[config.mk]
export PLATFORM = sky130hd
export DESIGN_NAME = char_range_reject_and_translate
export DESIGN_NICKNAME = d
export VERILOG_FILES = /design/src/rtl/crrt_pkg.sv /design/src/rtl/char_range_reject_and_translate.sv /design/src/rtl/crrt_front.sv /design/src/rtl/crrt_back.sv
export SDC_FILE = /design/constraint.sdc
export NUM_CORES = 2
export LEC_CHECK = 0
export BUFFER_PORTS_ARGS = -buffer_cell sky130_fd_sc_hd__clkbuf_2
export CORE_MARGIN = 4
export CORE_UTILIZATION = 30
export CTS_CLUSTER_SIZE = 25
export DETAILED_ROUTE_END_ITERATION = 7
export PLACE_DENSITY = 0.46
export SKIP_LAST_GASP = 1
export SLEW_MARGIN = 0
export SYNTH_ARGS = -nofsm -noshare
export SYNTH_HDL_FRONTEND = slang
export SYNTH_HIERARCHICAL = 1
export SYNTH_SLANG_ARGS = --single-unit
[constraint.sdc]
create_clock -name clk -period 6.8 [get_ports clk]
set_clock_uncertainty 0.05 [all_clocks]
set_input_delay 0.34 -clock clk [delete_from_list [all_inputs] [get_ports clk]]
set_output_delay 0.34 -clock clk [all_outputs]
set_load 0.1 [all_outputs]
[src/rtl/crrt_pkg.sv]
// Shared types and constants for the character range reject and translate block.
// No dependencies; used by crrt_front, crrt_back and the top level.
package crrt_pkg;

  localparam int CODE_W      = 21;
  localparam int IN_TDATA_W  = 112;  // 5 x 21 bits, padded to whole bytes
  localparam int OUT_TDATA_W = 24;   // 21 bits, padded to whole bytes
  localparam int OUT_TUSER_W = 2;
  localparam int FIFO_DEPTH  = 4;
  localparam int FIFO_AW     = 2;
  localparam int FIFO_CW     = 3;

  typedef enum logic [1:0] {
    KIND_CHAR  = 2'd0,
    KIND_RANGE = 2'd1,
    KIND_PAIR  = 2'd2,
    KIND_CLEAR = 2'd3
  } kind_t;

  // Classified item type, decoded once in the front end.
  typedef struct packed {
    logic is_char;
    logic is_range;
    logic is_pair;
    logic is_clear;
  } ctrl_t;

  typedef struct packed {
    ctrl_t             ctrl;
    logic [CODE_W-1:0] code_point;
    logic              end_of_string;
    logic [CODE_W-1:0] range_start;
    logic [CODE_W-1:0] range_end;
    logic [CODE_W-1:0] match_code;
    logic [CODE_W-1:0] substitute_code;
  } item_t;

endpackage

[src/rtl/char_range_reject_and_translate.sv]
// Top level of the character range reject and translate block.
// Depends on crrt_pkg, crrt_front and crrt_back.
//
//  Channel | Ports          | tdata (low bit up)                    | tuser / tlast
//  --------+----------------+---------------------------------------+------------------------
//  input   | in_t*          | code_point, range_start, range_end,   | kind / end_of_string
//          |                | match_code, substitute_code, pad      |
//  result  | out_t*         | out_code, pad                         | rejected, table_overflow
//          |                |                                       | / last_of_string
//
// One item per cycle sustained while the result side is not stalled: a transfer
// enters the 4-entry queue, the back end retires one item per cycle with all range
// and pair comparators in parallel. With an empty queue, result valid rises after
// the queue write and then the result register; the result then waits on out_tready.
// Load and clear items produce no result and never wait on out_tready.
// rst_n is synchronous, active low; tables come up empty (counts zero).
// A stalled result holds its register while the queue keeps taking transfers until full.
module char_range_reject_and_translate #(
  parameter int RANGE_ENTRIES = 16,
  parameter int PAIR_ENTRIES  = 16
) (
  input  logic                              clk,
  input  logic                              rst_n,
  input  logic                              in_tvalid,
  output logic                              in_tready,
  // [20:0] code_point, [41:21] range_start, [62:42] range_end,
  // [83:63] match_code, [104:84] substitute_code, [111:105] zero
  input  logic [crrt_pkg::IN_TDATA_W-1:0]   in_tdata,
  // [1:0] kind
  input  logic [1:0]                        in_tuser,
  input  logic                              in_tlast,
  output logic                              out_tvalid,
  input  logic                              out_tready,
  // [20:0] out_code, [23:21] zero
  output logic [crrt_pkg::OUT_TDATA_W-1:0]  out_tdata,
  // [0] rejected, [1] table_overflow
  output logic [crrt_pkg::OUT_TUSER_W-1:0]  out_tuser,
  output logic                              out_tlast
);

  logic            q_valid;
  logic            q_pop;
  crrt_pkg::item_t q_item;

  // Accept, classify, queue.
  crrt_front u_front (
    .clk       (clk),
    .rst_n     (rst_n),
    .in_tvalid (in_tvalid),
    .in_tready (in_tready),
    .in_tdata  (in_tdata),
    .in_tuser  (in_tuser),
    .in_tlast  (in_tlast),
    .q_valid   (q_valid),
    .q_item    (q_item),
    .q_pop     (q_pop)
  );

  // Table update, lookup, result register.
  crrt_back #(
    .RANGE_ENTRIES (RANGE_ENTRIES),
    .PAIR_ENTRIES  (PAIR_ENTRIES)
  ) u_back (
    .clk        (clk),
    .rst_n      (rst_n),
    .q_valid    (q_valid),
    .q_item     (q_item),
    .q_pop      (q_pop),
    .out_tvalid (out_tvalid),
    .out_tready (out_tready),
    .out_tdata  (out_tdata),
    .out_tuser  (out_tuser),
    .out_tlast  (out_tlast)
  );

endmodule

[src/rtl/crrt_front.sv]
// Front end: accepts input transfers, classifies the item kind, queues items.
// Depends on crrt_pkg.
module crrt_front (
  input  logic                                clk,
  input  logic                                rst_n,
  input  logic                                in_tvalid,
  output logic                                in_tready,
  input  logic [crrt_pkg::IN_TDATA_W-1:0]     in_tdata,
  input  logic [1:0]                          in_tuser,
  input  logic                                in_tlast,
  output logic                                q_valid,
  output crrt_pkg::item_t                     q_item,
  input  logic                                q_pop
);

  crrt_pkg::item_t                  fifo_r [crrt_pkg::FIFO_DEPTH];
  logic [crrt_pkg::FIFO_AW-1:0]     wr_ptr_r, wr_ptr_nxt;
  logic [crrt_pkg::FIFO_AW-1:0]     rd_ptr_r, rd_ptr_nxt;
  logic [crrt_pkg::FIFO_CW-1:0]     cnt_r, cnt_nxt;
  crrt_pkg::item_t                  in_item;
  crrt_pkg::ctrl_t                  ctrl;
  logic                             push;
  logic                             pop;

  always_comb begin
    ctrl = '0;
    case (crrt_pkg::kind_t'(in_tuser))
      crrt_pkg::KIND_CHAR:  ctrl.is_char  = 1'b1;
      crrt_pkg::KIND_RANGE: ctrl.is_range = 1'b1;
      crrt_pkg::KIND_PAIR:  ctrl.is_pair  = 1'b1;
      crrt_pkg::KIND_CLEAR: ctrl.is_clear = 1'b1;
      default:              ctrl = '0;
    endcase
  end

  always_comb begin
    in_item.ctrl            = ctrl;
    in_item.code_point      = in_tdata[20:0];
    in_item.end_of_string   = in_tlast;
    in_item.range_start     = in_tdata[41:21];
    in_item.range_end       = in_tdata[62:42];
    in_item.match_code      = in_tdata[83:63];
    in_item.substitute_code = in_tdata[104:84];
  end

  assign in_tready = (cnt_r != crrt_pkg::FIFO_CW'(crrt_pkg::FIFO_DEPTH));
  assign push      = in_tvalid && in_tready;
  assign q_valid   = (cnt_r != '0);
  assign pop       = q_pop && q_valid;
  assign q_item    = fifo_r[rd_ptr_r];

  always_comb begin
    wr_ptr_nxt = push ? wr_ptr_r + 1'b1 : wr_ptr_r;
    rd_ptr_nxt = pop  ? rd_ptr_r + 1'b1 : rd_ptr_r;
    cnt_nxt    = cnt_r;
    if (push && !pop) begin
      cnt_nxt = cnt_r + 1'b1;
    end else if (pop && !push) begin
      cnt_nxt = cnt_r - 1'b1;
    end
  end

  always_ff @(posedge clk) begin
    if (!rst_n) begin
      wr_ptr_r <= '0;
      rd_ptr_r <= '0;
      cnt_r    <= '0;
    end else begin
      wr_ptr_r <= wr_ptr_nxt;
      rd_ptr_r <= rd_ptr_nxt;
      cnt_r    <= cnt_nxt;
    end
  end

  always_ff @(posedge clk) begin
    if (push) begin
      fifo_r[wr_ptr_r] <= in_item;
    end
  end

endmodule

[src/rtl/crrt_back.sv]
// Back end: range and pair tables, parallel lookup, sticky flags, result register.
// Depends on crrt_pkg.
module crrt_back #(
  parameter int RANGE_ENTRIES = 16,
  parameter int PAIR_ENTRIES  = 16
) (
  input  logic                                clk,
  input  logic                                rst_n,
  input  logic                                q_valid,
  input  crrt_pkg::item_t                     q_item,
  output logic                                q_pop,
  output logic                                out_tvalid,
  input  logic                                out_tready,
  output logic [crrt_pkg::OUT_TDATA_W-1:0]    out_tdata,
  output logic [crrt_pkg::OUT_TUSER_W-1:0]    out_tuser,
  output logic                                out_tlast
);

  localparam int RCW = $clog2(RANGE_ENTRIES + 1);
  localparam int PCW = $clog2(PAIR_ENTRIES + 1);

  logic [crrt_pkg::CODE_W-1:0] rlo_r [RANGE_ENTRIES];
  logic [crrt_pkg::CODE_W-1:0] rhi_r [RANGE_ENTRIES];
  logic [crrt_pkg::CODE_W-1:0] mt_r  [PAIR_ENTRIES];
  logic [crrt_pkg::CODE_W-1:0] st_r  [PAIR_ENTRIES];
  logic [RCW-1:0]              range_cnt_r;
  logic [PCW-1:0]              pair_cnt_r;
  logic                        reject_r;
  logic                        overflow_r;
  logic                        out_valid_r;
  logic [crrt_pkg::CODE_W-1:0] out_code_r;
  logic                        out_rej_r;
  logic                        out_last_r;
  logic                        out_ovf_r;

  logic                        out_free;
  logic                        blocked;
  logic                        sub_hit;
  logic [crrt_pkg::CODE_W-1:0] sub_code;
  logic                        rej_now;
  logic [crrt_pkg::CODE_W-1:0] code_now;
  logic                        range_room;
  logic                        pair_room;
  logic                        do_char;
  logic                        do_range;
  logic                        do_pair;
  logic                        do_clear;

  assign out_free = !out_valid_r || out_tready;
  // Loads and clears never wait on the result side.
  assign q_pop    = q_valid && (!q_item.ctrl.is_char || out_free);
  assign do_char  = q_pop && q_item.ctrl.is_char;
  assign do_range = q_pop && q_item.ctrl.is_range;
  assign do_pair  = q_pop && q_item.ctrl.is_pair;
  assign do_clear = q_pop && q_item.ctrl.is_clear;

  assign range_room = (range_cnt_r < RCW'(RANGE_ENTRIES));
  assign pair_room  = (pair_cnt_r < PCW'(PAIR_ENTRIES));

  // Parallel range compare over filled entries.
  always_comb begin
    blocked = 1'b0;
    for (int i = 0; i < RANGE_ENTRIES; i++) begin
      if ((RCW'(i) < range_cnt_r) && (q_item.code_point >= rlo_r[i]) &&
          (q_item.code_point <= rhi_r[i])) begin
        blocked = 1'b1;
      end
    end
  end

  // Pair match, lowest filled index wins.
  always_comb begin
    sub_hit  = 1'b0;
    sub_code = q_item.code_point;
    for (int i = PAIR_ENTRIES - 1; i >= 0; i--) begin
      if ((PCW'(i) < pair_cnt_r) && (q_item.code_point == mt_r[i])) begin
        sub_hit  = 1'b1;
        sub_code = st_r[i];
      end
    end
  end

  assign rej_now  = reject_r || blocked;
  assign code_now = rej_now ? '0 : (sub_hit ? sub_code : q_item.code_point);

  always_ff @(posedge clk) begin
    if (!rst_n) begin
      range_cnt_r <= '0;
      pair_cnt_r  <= '0;
      reject_r    <= 1'b0;
      overflow_r  <= 1'b0;
      out_valid_r <= 1'b0;
    end else begin
      if (out_free) begin
        out_valid_r <= do_char;
      end
      if (do_char) begin
        reject_r <= rej_now && !q_item.end_of_string;
      end
      if (do_range) begin
        if (range_room) begin
          range_cnt_r <= range_cnt_r + 1'b1;
        end else begin
          overflow_r <= 1'b1;
        end
      end
      if (do_pair) begin
        if (pair_room) begin
          pair_cnt_r <= pair_cnt_r + 1'b1;
        end else begin
          overflow_r <= 1'b1;
        end
      end
      if (do_clear) begin
        range_cnt_r <= '0;
        pair_cnt_r  <= '0;
      end
    end
  end

  always_ff @(posedge clk) begin
    for (int i = 0; i < RANGE_ENTRIES; i++) begin
      if (do_range && (range_cnt_r == RCW'(i))) begin
        rlo_r[i] <= q_item.range_start;
        rhi_r[i] <= q_item.range_end;
      end
    end
    for (int i = 0; i < PAIR_ENTRIES; i++) begin
      if (do_pair && (pair_cnt_r == PCW'(i))) begin
        mt_r[i] <= q_item.match_code;
        st_r[i] <= q_item.substitute_code;
      end
    end
    if (do_char) begin
      out_code_r <= code_now;
      out_rej_r  <= rej_now;
      out_last_r <= q_item.end_of_string;
      out_ovf_r  <= overflow_r;
    end
  end

  assign out_tvalid = out_valid_r;
  assign out_tdata  = {{(crrt_pkg::OUT_TDATA_W - crrt_pkg::CODE_W){1'b0}}, out_code_r};
  assign out_tuser  = {out_ovf_r, out_rej_r};
  assign out_tlast  = out_last_r;

endmodule

==> flow_summary.json <==
{
  "synth_edf_count": 1808,
  "cts_tree": "done",
  "whs_path_depth": 2,
  "cpPeakStageDelay_ns": 1.06,
  "reg2reg_to": "u_back/out_code_r[0]",
  "period_minus_slack_ns": 5.96,
  "ioPinCount": 148,
  "grt_usage_pct": 17.3,
  "drive_gt1_share_pct": 12.3,
  "switching_share_pct": 36.0,
  "p_per_area_nw_per_um2": 389,
  "synthDominantCellAreaShare_pct": 64.2,
  "synth.distinct_cells": 92,
  "drt_iter0_drc": 3765,
  "max_freq_mhz": 168,
  "grt_pass1_wl_mm": 365,
  "max-clock-path-buffers": 4,
  "wl_per_cell_um": 25.0,
  "whs_endpoint": "u_front/fifo_r[1][35]",
  "grt-ovfl-total": 0,
  "arrival_ns": 6.51,
  "multiInputGateArea_sq_um": 26700,
  "grt_max_degree": 63,
  "combPwrFrac_pct": 33.0,
  "worstPathRequired_ns": 7.35,
  "yosys.area_share.adder_pct": 10.1,
  "avgSynthCellArea_sq_um": 14.4,
  "crit_type": "flip-flop to flip-flop",
  "yosysWarnings": 6,
  "worstPathCellList": "buf_12 -> mux4_4 -> ha_1 -> nand3_1 -> nor4_1 -> a2111oi_0 -> a21oi_1 -> buf_4 -> a221o_1 -> o2111ai_1 -> or3_2 -> buf_12 -> nor3_1",
  "port-buffer-count": 137,
  "yosysTopAreaCell": "edfxtp_1",
  "min_path_type": "input pin to flip-flop",
  "synth_xor_xnor_area_share_pct": 3.62,
  "hold_viol": 0,
  "syn_area_sq_um": 84500,
  "r2r_slack_ns": 0.84,
  "fillers": 27000,
  "die-area_sq_um": 290000,
  "avgViaCountPerCell": 4.94,
  "period_share_pct": 87.6,
  "drc": 0,
  "p_int_mw": 24.5,
  "p_seq_share_pct": 37.8,
  "tightest_slew_ns": 1.21,
  "synth-simple-area-share_pct": 7.56,
  "ys_ff_latch": 1830,
  "seqCellArea_sq_um": 54700,
  "die_h_um": 539,
  "core_sq_um": 280000,
  "synth_top_family_by_area": "adder cells",
  "die_w_um": 539,
  "layout_commonest_cell": "edfxtp_1",
  "drtPass1Iterations": 6,
  "final_cell_mix": "edfxtp_1, ha_1, inv_1, nand2_1, a21oi_1",
  "vdd_drop_max_v": 0.000204,
  "drt-total-wl_mm": 257,
  "cpMaxStageDelayCell": "mux4_4",
  "p_leak_nw": 36.4,
  "pwr-share-clk_pct": 29.2,
  "worstSetupStartpointType": "flip-flop",
  "dp_hpwl_mm": 165,
  "crit_path_end_kind": "flip-flop",
  "ff2ff_path_depth": 13,
  "grt_setup_unrepaired": "no",
  "slew_viol_final": 0,
  "cts_made_buffers": 217,
  "antenna_found_initial": 19,
  "synth-compound-area-share_pct": 6.81,
  "muxShareOfSynthArea_pct": 3.05,
  "start_util_pct": 30.2,
  "rows": 194,
  "grt_pass1_vias": 50800,
  "setup_viol": 0,
  "tns_ns": 0,
  "path_max_fanout": 26,
  "nets": 7171,
  "htreeDepth": 4,
  "clock_latency_ns": 0.89,
  "ant_nets": 0,
  "hp-start": "in_tdata[77]",
  "synth_async_sr_flop_share_pct": 0,
  "crit_top_cell": "buf_12",
  "vias": 50700,
  "status": "finished, final reports clean",
  "root_buffer": "clkbuf_16",
  "area_delta_synth_final_pct": 16.8,
  "relSlewSlack_pct": 18.7,
  "clk_pin_slew_worst_paths_ns": 0.06,
  "fin_area_sq_um": 98700,
  "cts.sinks": 1830,
  "yosysSeqAreaShare_pct": 64.8,
  "synth_area_leaders": "edfxtp_1, ha_1, inv_1, mux4_2, xor2_1",
  "place_area_sq_um": 90800,
  "place_congestion": 0.812,
  "ys.flop_type": "edfxtp_1",
  "drv_cap": 0,
  "postCtsSetupRepairBufs": 0,
  "synth_cells": 5882,
  "p_sw_mw": 13.8
}
==> per-stage QoR <==
| step | cells | total power [mW] | hold slack (ns) | util, % | setup WS (ns) |
|---|---|---|---|---|---|
| floorplan | 5884 | 21.9 | 0.359 | - | 0.198 |
| finish | 10300 | 38.4 | 0.169 | 35.3 | 0.843 |
| CTS | 10300 | 39.0 | 0.0981 | 35.3 | 0.818 |
| global route | 10300 | 40.4 | 0.151 | 35.3 | 0.612 |
| global placement | 9759 | 27.4 | 0.378 | 32.4 | 0.950 |
| detailed placement | 9759 | 27.6 | 0.383 | 32.4 | 0.923 |
==> repair_timing <==
| action | CTS | global route |
|---|---|---|
| hold buffers | 114 | 0 |
| gates resized for setup | 0 | 0 |
| endpoints found under the hold margin | 452 | 0 |
==> flip-flops by register name, indices dropped and copies added, names as in the netlist, 2 cells and up, named ones only <==
name,cells
u_back/rhi_r,336
u_front/wr_ptr_r,2
u_back/out_code_r,21
u_front/rd_ptr_r,2
u_back/mt_r,336
u_back/pair_cnt_r,5
u_back/rlo_r,336
u_front/cnt_r,3
u_front/fifo_r,440
u_back/range_cnt_r,5
u_back/st_r,336
==> metal layers <==
metal,GRT usage [%],vias up,share of wire [%]
li1,-,23400,-
met1,22.2,25700,42
met2,30.0,1320,49
met3,2.35,406,4.6
met4,5.95,2,3.5
met5,0,-,0.0051
==> logic make-up (layout without fill, tap and decap cells) <==
family          count (synthesis)  in the layout
xor+xnor                      349            349
compound gates                857            857
mux                           120            120
flops                        1830           1830
simple gates                 1204           1204
buf+inv                       837           1499
other cells                     1              9
fa+ha+maj                     684            684
==> area by class of cell <==
| type | count | share of cell area [%] |
|---|---|---|
| repair buffers | 427 | 3.40 |
| clock inverters | 122 | 1.02 |
| well taps | 3724 | 4.72 |
| diodes | 6 | 0.0152 |
| flip-flops and latches | 1830 | 55.4 |
| clock buffers | 275 | 5.85 |
| multi-input cells | 3217 | 27.0 |
| inverters | 675 | 2.57 |
==> worst max-delay path, delay by kind of cell (launching register included) <==
family                   cells  cell delay, ns
flip-flops                   1            0.53
AO/OA/AOI/OAI                4            0.99
buffers and inverters        3            0.67
AND/OR/NAND/NOR              4            1.68
adder cells (fa/ha/maj)      1            0.50
multiplexers                 1            1.06
==> power by group through the flow <==
stage                     Clock (mW)  Combinational [mW]  Sequential, mW
final                           11.2                12.6            14.5
after global routing            12.0                13.8            14.6
after CTS                       11.5                12.9            14.5
after detailed placement           0                12.8            14.8
after global placement             0                12.7            14.7
after floorplan                    0                6.88            15.0
==> cell usage after synthesis, drive strengths merged (39+ instances only) <==
cell type / number
o21ai: 128
ha: 683
xor2: 182
edfxtp: 1808
xnor2: 167
nor4: 85
a211oi: 52
nand2: 250
a31oi: 39
nor2b: 41
nand3: 144
nor3: 87
inv: 675
nand4: 167
a21oi: 248
buf: 95
clkbuf: 67
a21o: 71
and3: 39
mux4: 110
nor2: 210
==> how the worst max path moves through the flow <==
stage | cells after the start | from | end
after floorplan | 6 | flip-flop | u_back/mt_r[0][105]
after global placement | 15 | flip-flop | u_back/out_code_r[14]
after detailed placement | 15 | flip-flop | u_back/out_code_r[17]
after CTS | 15 | flip-flop | u_back/out_code_r[17]
after global routing | 15 | flip-flop | u_back/out_code_r[0]
final | 13 | flip-flop | u_back/out_code_r[0]
Note: power is estimated with default switching activity, not from simulation.
